### src/hw/rtl/icr_pkg.sv
package icr_pkg;

    // Datagram geometry
    localparam int unsigned CountW       = 16;
    localparam logic [CountW-1:0] MaxDatagram = 16'hFFFF;
    localparam logic [CountW-1:0] HdrLen      = 16'd8;
    localparam logic [CountW-1:0] V6QuotedHdr = 16'd40;
    localparam logic [3:0]        MinIhl      = 4'd5;
    localparam logic [3:0]        IhlMask     = 4'hF;

    // ICMP message types
    localparam logic [7:0] V4_ECHO_REPLY   = 8'd0;
    localparam logic [7:0] V4_DEST_UNREACH = 8'd3;
    localparam logic [7:0] V4_TIME_EXCEED  = 8'd11;
    localparam logic [7:0] V6_ECHO_REPLY   = 8'd129;
    localparam logic [7:0] V6_DEST_UNREACH = 8'd1;
    localparam logic [7:0] V6_TIME_EXCEED  = 8'd3;

    // Configuration register indexes
    localparam logic CFG_IPV6_MODE    = 1'b0;
    localparam logic CFG_EXPECTED_SEQ = 1'b1;

    typedef enum logic [2:0] {
        ST_SUCCESS         = 3'd0,
        ST_NET_UNREACH     = 3'd1,
        ST_HOST_UNREACH    = 3'd2,
        ST_PROTO_UNREACH   = 3'd3,
        ST_PORT_UNREACH    = 3'd4,
        ST_OTHER_UNREACH   = 3'd5,
        ST_TTL_EXPIRED     = 3'd6,
        ST_UNKNOWN         = 3'd7
    } icr_status_t;

    // One received byte beat
    typedef struct packed {
        logic [7:0] data_byte;
        logic       last_byte;
    } icr_beat_t;

    // One classification result
    typedef struct packed {
        logic [15:0] payload_length;
        icr_status_t status;
        logic        matches_res;
    } icr_result_t;

endpackage

### src/hw/rtl/icr_in_stage.sv
module icr_in_stage
    import icr_pkg::*;
(
    input  logic      clk,
    input  logic      rst_n,
    input  logic      in_valid,
    output logic      in_ready,
    input  icr_beat_t in_beat,
    output logic      out_valid,
    input  logic      out_take,
    output icr_beat_t out_beat
);

    logic      valid_reg;
    logic      valid_next;
    icr_beat_t beat_reg;

    // Register is free when empty or being drained this cycle
    assign in_ready   = !valid_reg || out_take;
    assign valid_next = (in_valid && in_ready) || (valid_reg && !out_take);

    always_ff @(posedge clk or negedge rst_n)
    begin
        if (!rst_n)
        begin
            valid_reg <= 1'b0;
        end
        else
        begin
            valid_reg <= valid_next;
        end
    end

    // Payload, no reset
    always_ff @(posedge clk)
    begin
        if (in_valid && in_ready)
        begin
            beat_reg <= in_beat;
        end
    end

    assign out_valid = valid_reg;
    assign out_beat  = beat_reg;

endmodule

### src/hw/rtl/icr_parse.sv
module icr_parse
    import icr_pkg::*;
(
    input  logic        clk,
    input  logic        rst_n,
    input  logic        cfg_we,
    input  logic        cfg_idx,
    input  logic [15:0] cfg_wdata,
    input  logic        beat_valid,
    output logic        beat_take,
    input  icr_beat_t   beat,
    output logic        res_valid,
    input  logic        res_ready,
    output icr_result_t res
);

    logic        ipv6_mode_reg;
    logic [15:0] expected_seq_reg;

    logic [CountW-1:0] byte_count_reg, byte_count_next;
    logic [7:0]        msg_type_reg, msg_type_next;
    logic [7:0]        msg_code_reg, msg_code_next;
    logic [15:0]       own_seq_reg, own_seq_next;
    logic [3:0]        q_words_reg, q_words_next;
    logic [15:0]       q_seq_reg, q_seq_next;

    logic        out_valid_reg, out_valid_next;
    icr_result_t out_reg;
    icr_result_t result;

    logic              not_sat;
    logic [6:0]        seq_pos;
    logic [6:0]        seq_pos_lo;
    logic [6:0]        v4_need;
    logic [CountW-1:0] size;

    // Configuration registers
    always_ff @(posedge clk or negedge rst_n)
    begin
        if (!rst_n)
        begin
            ipv6_mode_reg    <= 1'b0;
            expected_seq_reg <= '0;
        end
        else if (cfg_we)
        begin
            unique case (cfg_idx)
                CFG_IPV6_MODE:    ipv6_mode_reg    <= cfg_wdata[0];
                CFG_EXPECTED_SEQ: expected_seq_reg <= cfg_wdata;
                default:          ;
            endcase
        end
    end

    // A beat moves on unless it carries a result that cannot be placed
    assign beat_take = beat_valid && (!beat.last_byte || !out_valid_reg || res_ready);

    // Quoted sequence position: after the quoted header
    assign seq_pos    = ipv6_mode_reg ? 7'(HdrLen + V6QuotedHdr + 16'd6)
                                      : 7'(7'd14 + {1'b0, q_words_reg, 2'b00});
    assign seq_pos_lo = 7'(seq_pos + 7'd1);
    assign not_sat    = byte_count_reg != MaxDatagram;

    // Field capture for the current byte
    always_comb
    begin
        byte_count_next = byte_count_reg;
        msg_type_next   = msg_type_reg;
        msg_code_next   = msg_code_reg;
        own_seq_next    = own_seq_reg;
        q_words_next    = q_words_reg;
        q_seq_next      = q_seq_reg;
        if (not_sat)
        begin
            byte_count_next = byte_count_reg + 16'd1;
            if (byte_count_reg == 16'd0)
                msg_type_next = beat.data_byte;
            else if (byte_count_reg == 16'd1)
                msg_code_next = beat.data_byte;
            else if (byte_count_reg == 16'd6)
                own_seq_next = {beat.data_byte, own_seq_reg[7:0]};
            else if (byte_count_reg == 16'd7)
                own_seq_next = {own_seq_reg[15:8], beat.data_byte};
            else if (byte_count_reg == HdrLen)
                q_words_next = beat.data_byte[3:0] & IhlMask;
            if (byte_count_reg > HdrLen)
            begin
                if (byte_count_reg == {9'd0, seq_pos})
                    q_seq_next = {beat.data_byte, q_seq_reg[7:0]};
                else if (byte_count_reg == {9'd0, seq_pos_lo})
                    q_seq_next = {q_seq_reg[15:8], beat.data_byte};
            end
        end
    end

    // Classification from the updated fields
    assign size    = byte_count_next;
    assign v4_need = 7'(7'd16 + {1'b0, q_words_next, 2'b00});

    always_comb
    begin
        result.matches_res    = 1'b0;
        result.status         = ST_UNKNOWN;
        result.payload_length = (size > HdrLen) ? 16'(size - HdrLen) : 16'd0;
        if (size >= HdrLen)
        begin
            if (ipv6_mode_reg)
            begin
                if (msg_type_next == V6_ECHO_REPLY)
                    result.matches_res = own_seq_next == expected_seq_reg;
                else if (size >= HdrLen + V6QuotedHdr + HdrLen)
                    result.matches_res = q_seq_next == expected_seq_reg;
                case (msg_type_next)
                    V6_ECHO_REPLY:   result.status = ST_SUCCESS;
                    V6_DEST_UNREACH: result.status = ST_OTHER_UNREACH;
                    V6_TIME_EXCEED:  result.status = ST_TTL_EXPIRED;
                    default:         result.status = ST_UNKNOWN;
                endcase
            end
            else
            begin
                if (msg_type_next == V4_ECHO_REPLY)
                    result.matches_res = own_seq_next == expected_seq_reg;
                else if (size >= HdrLen + 16'd1 && q_words_next >= MinIhl
                         && size >= {9'd0, v4_need})
                    result.matches_res = q_seq_next == expected_seq_reg;
                case (msg_type_next)
                    V4_ECHO_REPLY:   result.status = ST_SUCCESS;
                    V4_DEST_UNREACH:
                    begin
                        if (msg_code_next <= 8'd3)
                            result.status = icr_status_t'(3'(msg_code_next[1:0] + 2'd1)
                                            | {msg_code_next[1] & msg_code_next[0], 2'b00});
                        else
                            result.status = ST_OTHER_UNREACH;
                    end
                    V4_TIME_EXCEED:  result.status = ST_TTL_EXPIRED;
                    default:         result.status = ST_UNKNOWN;
                endcase
            end
        end
    end

    // Result register handshake
    always_comb
    begin
        out_valid_next = out_valid_reg && !res_ready;
        if (beat_take && beat.last_byte)
            out_valid_next = 1'b1;
    end

    // Per-datagram state, cleared after the final byte
    always_ff @(posedge clk or negedge rst_n)
    begin
        if (!rst_n)
        begin
            byte_count_reg <= '0;
            msg_type_reg   <= '0;
            msg_code_reg   <= '0;
            own_seq_reg    <= '0;
            q_words_reg    <= '0;
            q_seq_reg      <= '0;
            out_valid_reg  <= 1'b0;
        end
        else
        begin
            out_valid_reg <= out_valid_next;
            if (beat_take)
            begin
                if (beat.last_byte)
                begin
                    byte_count_reg <= '0;
                    msg_type_reg   <= '0;
                    msg_code_reg   <= '0;
                    own_seq_reg    <= '0;
                    q_words_reg    <= '0;
                    q_seq_reg      <= '0;
                end
                else
                begin
                    byte_count_reg <= byte_count_next;
                    msg_type_reg   <= msg_type_next;
                    msg_code_reg   <= msg_code_next;
                    own_seq_reg    <= own_seq_next;
                    q_words_reg    <= q_words_next;
                    q_seq_reg      <= q_seq_next;
                end
            end
        end
    end

    always_ff @(posedge clk)
    begin
        if (beat_take && beat.last_byte)
        begin
            out_reg <= result;
        end
    end

    assign res_valid = out_valid_reg;
    assign res       = out_reg;

    // Final byte produces a result and restarts the count
    a_last_clears: assert property (@(posedge clk) disable iff (!rst_n)
        beat_take && beat.last_byte |=> out_valid_reg && byte_count_reg == '0)
        else $error("final byte did not load result or clear count");

    // Non-final bytes count up until saturation
    a_count_inc: assert property (@(posedge clk) disable iff (!rst_n)
        beat_take && !beat.last_byte && byte_count_reg != MaxDatagram
        |=> byte_count_reg == $past(byte_count_reg) + 16'd1)
        else $error("byte count did not advance");

    // A held result never disappears while stalled
    a_result_held: assert property (@(posedge clk) disable iff (!rst_n)
        out_valid_reg && !res_ready |=> out_valid_reg)
        else $error("result dropped while stalled");

endmodule

### src/hw/rtl/icmp_reply_classifier_top.sv
// ICMP reply classifier: bytes of one ICMPv4 or ICMPv6 datagram enter on the
// slave stream, one per beat, starting at the ICMP header, with s_tlast on the
// final byte. Throughput is one byte per clock while no final byte waits; a
// byte passes an input register, then the field-capture and decision logic,
// and the result lands in a result register that drives the master stream. A
// final byte waits in the input register while the previous result is still
// held on the master stream; other bytes never wait. Only the final byte
// yields a result beat. Mode and expected sequence are written through the cfg
// port (index 0 ipv6_mode in bit 0, index 1 expected_sequence); the user must
// write them only while no datagram is in flight; the block does not check.
module icmp_reply_classifier_top
    import icr_pkg::*;
(
    input  logic        clk,
    input  logic        rst_n,
    // Configuration writes
    input  logic        cfg_valid,
    output logic        cfg_ready,
    input  logic        cfg_index,
    input  logic [15:0] cfg_data,
    // Datagram bytes
    input  logic        s_tvalid,
    output logic        s_tready,
    input  logic [7:0]  s_tdata,   // [7:0] data_byte
    input  logic        s_tlast,   // last_byte
    // Results
    output logic        m_tvalid,
    input  logic        m_tready,
    output logic [23:0] m_tdata    // [0] matches_res, [3:1] status,
                                   // [19:4] payload_length, [23:20] zero
);

    icr_beat_t   in_beat;
    icr_beat_t   stage_beat;
    logic        stage_valid;
    logic        stage_take;
    icr_result_t res;

    assign cfg_ready = 1'b1;

    assign in_beat.data_byte = s_tdata;
    assign in_beat.last_byte = s_tlast;

    icr_in_stage u_in_stage (
        .clk       (clk),
        .rst_n     (rst_n),
        .in_valid  (s_tvalid),
        .in_ready  (s_tready),
        .in_beat   (in_beat),
        .out_valid (stage_valid),
        .out_take  (stage_take),
        .out_beat  (stage_beat)
    );

    icr_parse u_parse (
        .clk        (clk),
        .rst_n      (rst_n),
        .cfg_we     (cfg_valid && cfg_ready),
        .cfg_idx    (cfg_index),
        .cfg_wdata  (cfg_data),
        .beat_valid (stage_valid),
        .beat_take  (stage_take),
        .beat       (stage_beat),
        .res_valid  (m_tvalid),
        .res_ready  (m_tready),
        .res        (res)
    );

    // Result beat packing
    assign m_tdata = {4'd0, res.payload_length, res.status, res.matches_res};

endmodule

### config.mk
export PLATFORM = sky130hd
export DESIGN_NAME = icmp_reply_classifier_top
export DESIGN_NICKNAME = d
export VERILOG_FILES = /design/src/hw/rtl/icr_pkg.sv /design/src/hw/rtl/icr_in_stage.sv /design/src/hw/rtl/icr_parse.sv /design/src/hw/rtl/icmp_reply_classifier_top.sv
export SDC_FILE = /design/constraint.sdc
export NUM_CORES = 1
export LEC_CHECK = 0
export BUFFER_PORTS_ARGS = -buffer_cell sky130_fd_sc_hd__buf_2
export CAP_MARGIN = 20
export CORE_ASPECT_RATIO = 0.75
export CORE_MARGIN = 3
export CORE_UTILIZATION = 41
export CTS_CLUSTER_DIAMETER = 30
export DETAILED_ROUTE_END_ITERATION = 6
export HOLD_SLACK_MARGIN = 0.12
export PLACE_DENSITY_LB_ADDON = 0.2
export SETUP_SLACK_MARGIN = 0.15
export SLEW_MARGIN = 20
export SYNTH_ARGS = -nofsm -noshare
export SYNTH_HDL_FRONTEND = slang
export SYNTH_SLANG_ARGS = --single-unit
### constraint.sdc
create_clock -name clk -period 4.3 [get_ports clk]
set_input_delay 0.43 -clock clk [delete_from_list [all_inputs] [get_ports clk]]
set_output_delay 0.43 -clock clk [all_outputs]
set_load 0.1 [all_outputs]
==> metrics.yaml <==
setup_tns_ns: 0
ctsLongestPathBuffers: 2
crit_chain: "nor4_2, and2_1, nand4_2, mux2_2, ha_1, inv_1, ha_1, o2111ai_1, o211a_1, a31oi_2, o221ai_2, a2111oi_2, o21a_1"
vias: 6244
dieArea_um2: 19100
htree_num_levels: 4
start_kind: "flop"
syn_inst: 776
vias_per_cell: 5.87
dp_hpwl_um: 14500
required_ns: 4.59
hold_class: "input pin to flop"
worst_path_dominant_cell_family: "compound AO/OA/AOI/OAI gates"
synthToLayoutAreaGrowth_pct: 13.9
synthFlopType: "dfrtp_1"
finalNetCount: 860
grt_overflow: 0
synth_edf_count: 29
final_util: 0.480
path_class: "flop to flop"
core_area_um2: 17000
numPortBuffers: 52
cap_violations: 0
period_share: 0.914
clk_pin_slew_ns: 0.06
detail_route.wl_per_cell_um: 19.3
cp_slowest_stage_delay_ns: 0.57
finalClockSkew_ns: 0.0127
crit_top_cell: "ha_1"
tritoncts: "yes"
status: "complete, no violations"
crit_buf_inv: 1
avgSynthCellArea_um2: 9.21
ios: 58
cts_made_buffers: 17
powerDensity_nw_per_um2: 439
ctsRootBufferMaster: "clkbuf_16"
worstMarginPinSlew_ns: 0.997
worst-path-max-fanout: 10
whs_ns: 0.173
dieHeight_um: 120
synth_area_um2: 7150
slew_violations: 0
grt_pass1_vias: 5962
relSlewSlack: 0.333
initial_core_util: 0.421
vdd_drop_max_mv: 0.198
ys_types: 72
cts_resized: 0
fmax_mhz: 255
grt_max_degree: 51
antenna_cells: 0
min_period_ns: 3.93
clk_latency_ns: 0.43
totalWireLength_um: 20500
drc_errors: 0
synthArstFlopShare: 0.750
yosysSeqAreaShare: 0.426
dr.pass1.iters: 6
antenna_left: 0
p_leak_nw: 3.37
final_cell_mix: "nand2_1 (97), dfrtp_1 (87), o21ai_0 (77)"
drive_gt1_frac: 0.179
cp_slowest_cell: "nor4_2"
grt_pass1_wl_um: 32700
final_common_cell: "nand2_1"
die_w_um: 158
rows: 41
yosysWarnings: 0
clkSinkCount: 116
place_congestion: 0.956
cp-end-kind: "flop"
largest_reg_flops: 20
drt-initial-drc-count: 648
setup_viol: 0
grt_usage: 0.222
hold_viol_final: 0
rsz0062_at_grt: "false"
synth-seq-cells: 116
antenna_found_initial: 0
cp.arrival_ns: 4.22
-- worst reg2reg max path: cells and delay by family (launching register included) --
| family | cells | cell delay (ns) |
|---|---|---|
| AOI/OAI and AO/OA | 6 | 1.20 |
| adders and majority gates | 2 | 0.55 |
| buffers and inverters | 1 | 0.04 |
| DFF | 1 | 0.50 |
| muxes | 1 | 0.40 |
| and+or+nand+nor | 3 | 1.14 |
-- synthesized netlist by cell type, drive strengths merged (18+ instances only) --
cell | instances | area share
nand2 | 98 | 0.051
inv | 37 | 0.019
mux2 | 21 | 0.033
edfxtp | 29 | 0.12
nand4 | 18 | 0.020
a21oi | 22 | 0.016
buf | 21 | 0.023
o21ai | 79 | 0.055
clkbuf | 30 | 0.016
a22oi | 47 | 0.049
dfrtp | 87 | 0.30
nor2 | 53 | 0.029
xnor2 | 22 | 0.027
nand3 | 20 | 0.014
-- metal layers --
metal | wire length [µm] | up-vias | GRT usage
li1 | - | 2905 | -
met1 | 9850 | 3052 | 0.333
met2 | 8850 | 255 | 0.317
met3 | 1460 | 32 | 0.0490
met4 | 327 | 0 | 0.0720
met5 | 0 | - | 0
-- where the power goes --
group	total (W)	internal, W	switching, W
Combinational	0.000726	0.000272	0.000454
Sequential	0.00144	0.00128	0.000170
Clock	0.00141	0.000857	0.000551
-- path summary, 6_finish.rpt --
kind,startpoint,endpoint,slack (ns),depth (start not counted)
min in group asynchronous,rst_n,u_parse.q_seq_reg[5]$_DFFE_PN0P_,0.55,2
hold / removal,s_tdata[3],u_in_stage.out_beat[4]$_DFFE_PP_,0.17,1
setup reg to reg,u_parse.byte_count_reg[10]$_DFFE_PN0P_,u_parse.res[0]$_SDFFCE_PN0P_,0.37,13
setup / recovery,u_parse.byte_count_reg[10]$_DFFE_PN0P_,u_parse.res[0]$_SDFFCE_PN0P_,0.37,13
max in group asynchronous,rst_n,u_parse.byte_count_reg[13]$_DFFE_PN0P_,2.74,3
hold reg to reg,u_parse.msg_code_reg[0]$_DFFE_PN0P_,u_parse.msg_code_reg[0]$_DFFE_PN0P_,0.50,1
-- logic make-up after synthesis --
logic type,Yosys count,share of synthesized area
compound gates,219,0.204
xor+xnor,38,0.0465
fa+ha+maj,15,0.0262
buf+inv,88,0.0579
flops,116,0.426
mux,32,0.0485
other cells,2,0.00105
simple gates,266,0.190
-- per-stage QoR --
step | cells | instance area, µm² | total power [W] | worst slack (ns)
after CTS | 1063 | 8150 | 0.00359 | 0.412
after detailed placement | 1030 | 7550 | 0.00218 | 0.434
after floorplan | 779 | 7160 | 0.00196 | 0.855
after global placement | 1030 | 7550 | 0.00215 | 0.593
final | 1063 | 8150 | 0.00358 | 0.372
after global routing | 1063 | 8150 | 0.00376 | 0.220
-- timing repair --
action	in CTS	in global routing
hold endpoints to repair	44	0
hold buffers	1	0
setup buffers	0	0
-- layout make-up --
| type | instances | area (µm²) |
|---|---|---|
| Multi-Input combinational cell | 575 | 3700 |
| Clock buffer | 18 | 429 |
| Fill cell | 1606 | 8830 |
| Clock inverter | 14 | 154 |
| Tap cell | 236 | 295 |
| Sequential cell | 116 | 3050 |
| Timing Repair Buffer | 67 | 378 |
| Inverter | 37 | 139 |
Power figures use the tool's default switching activity.
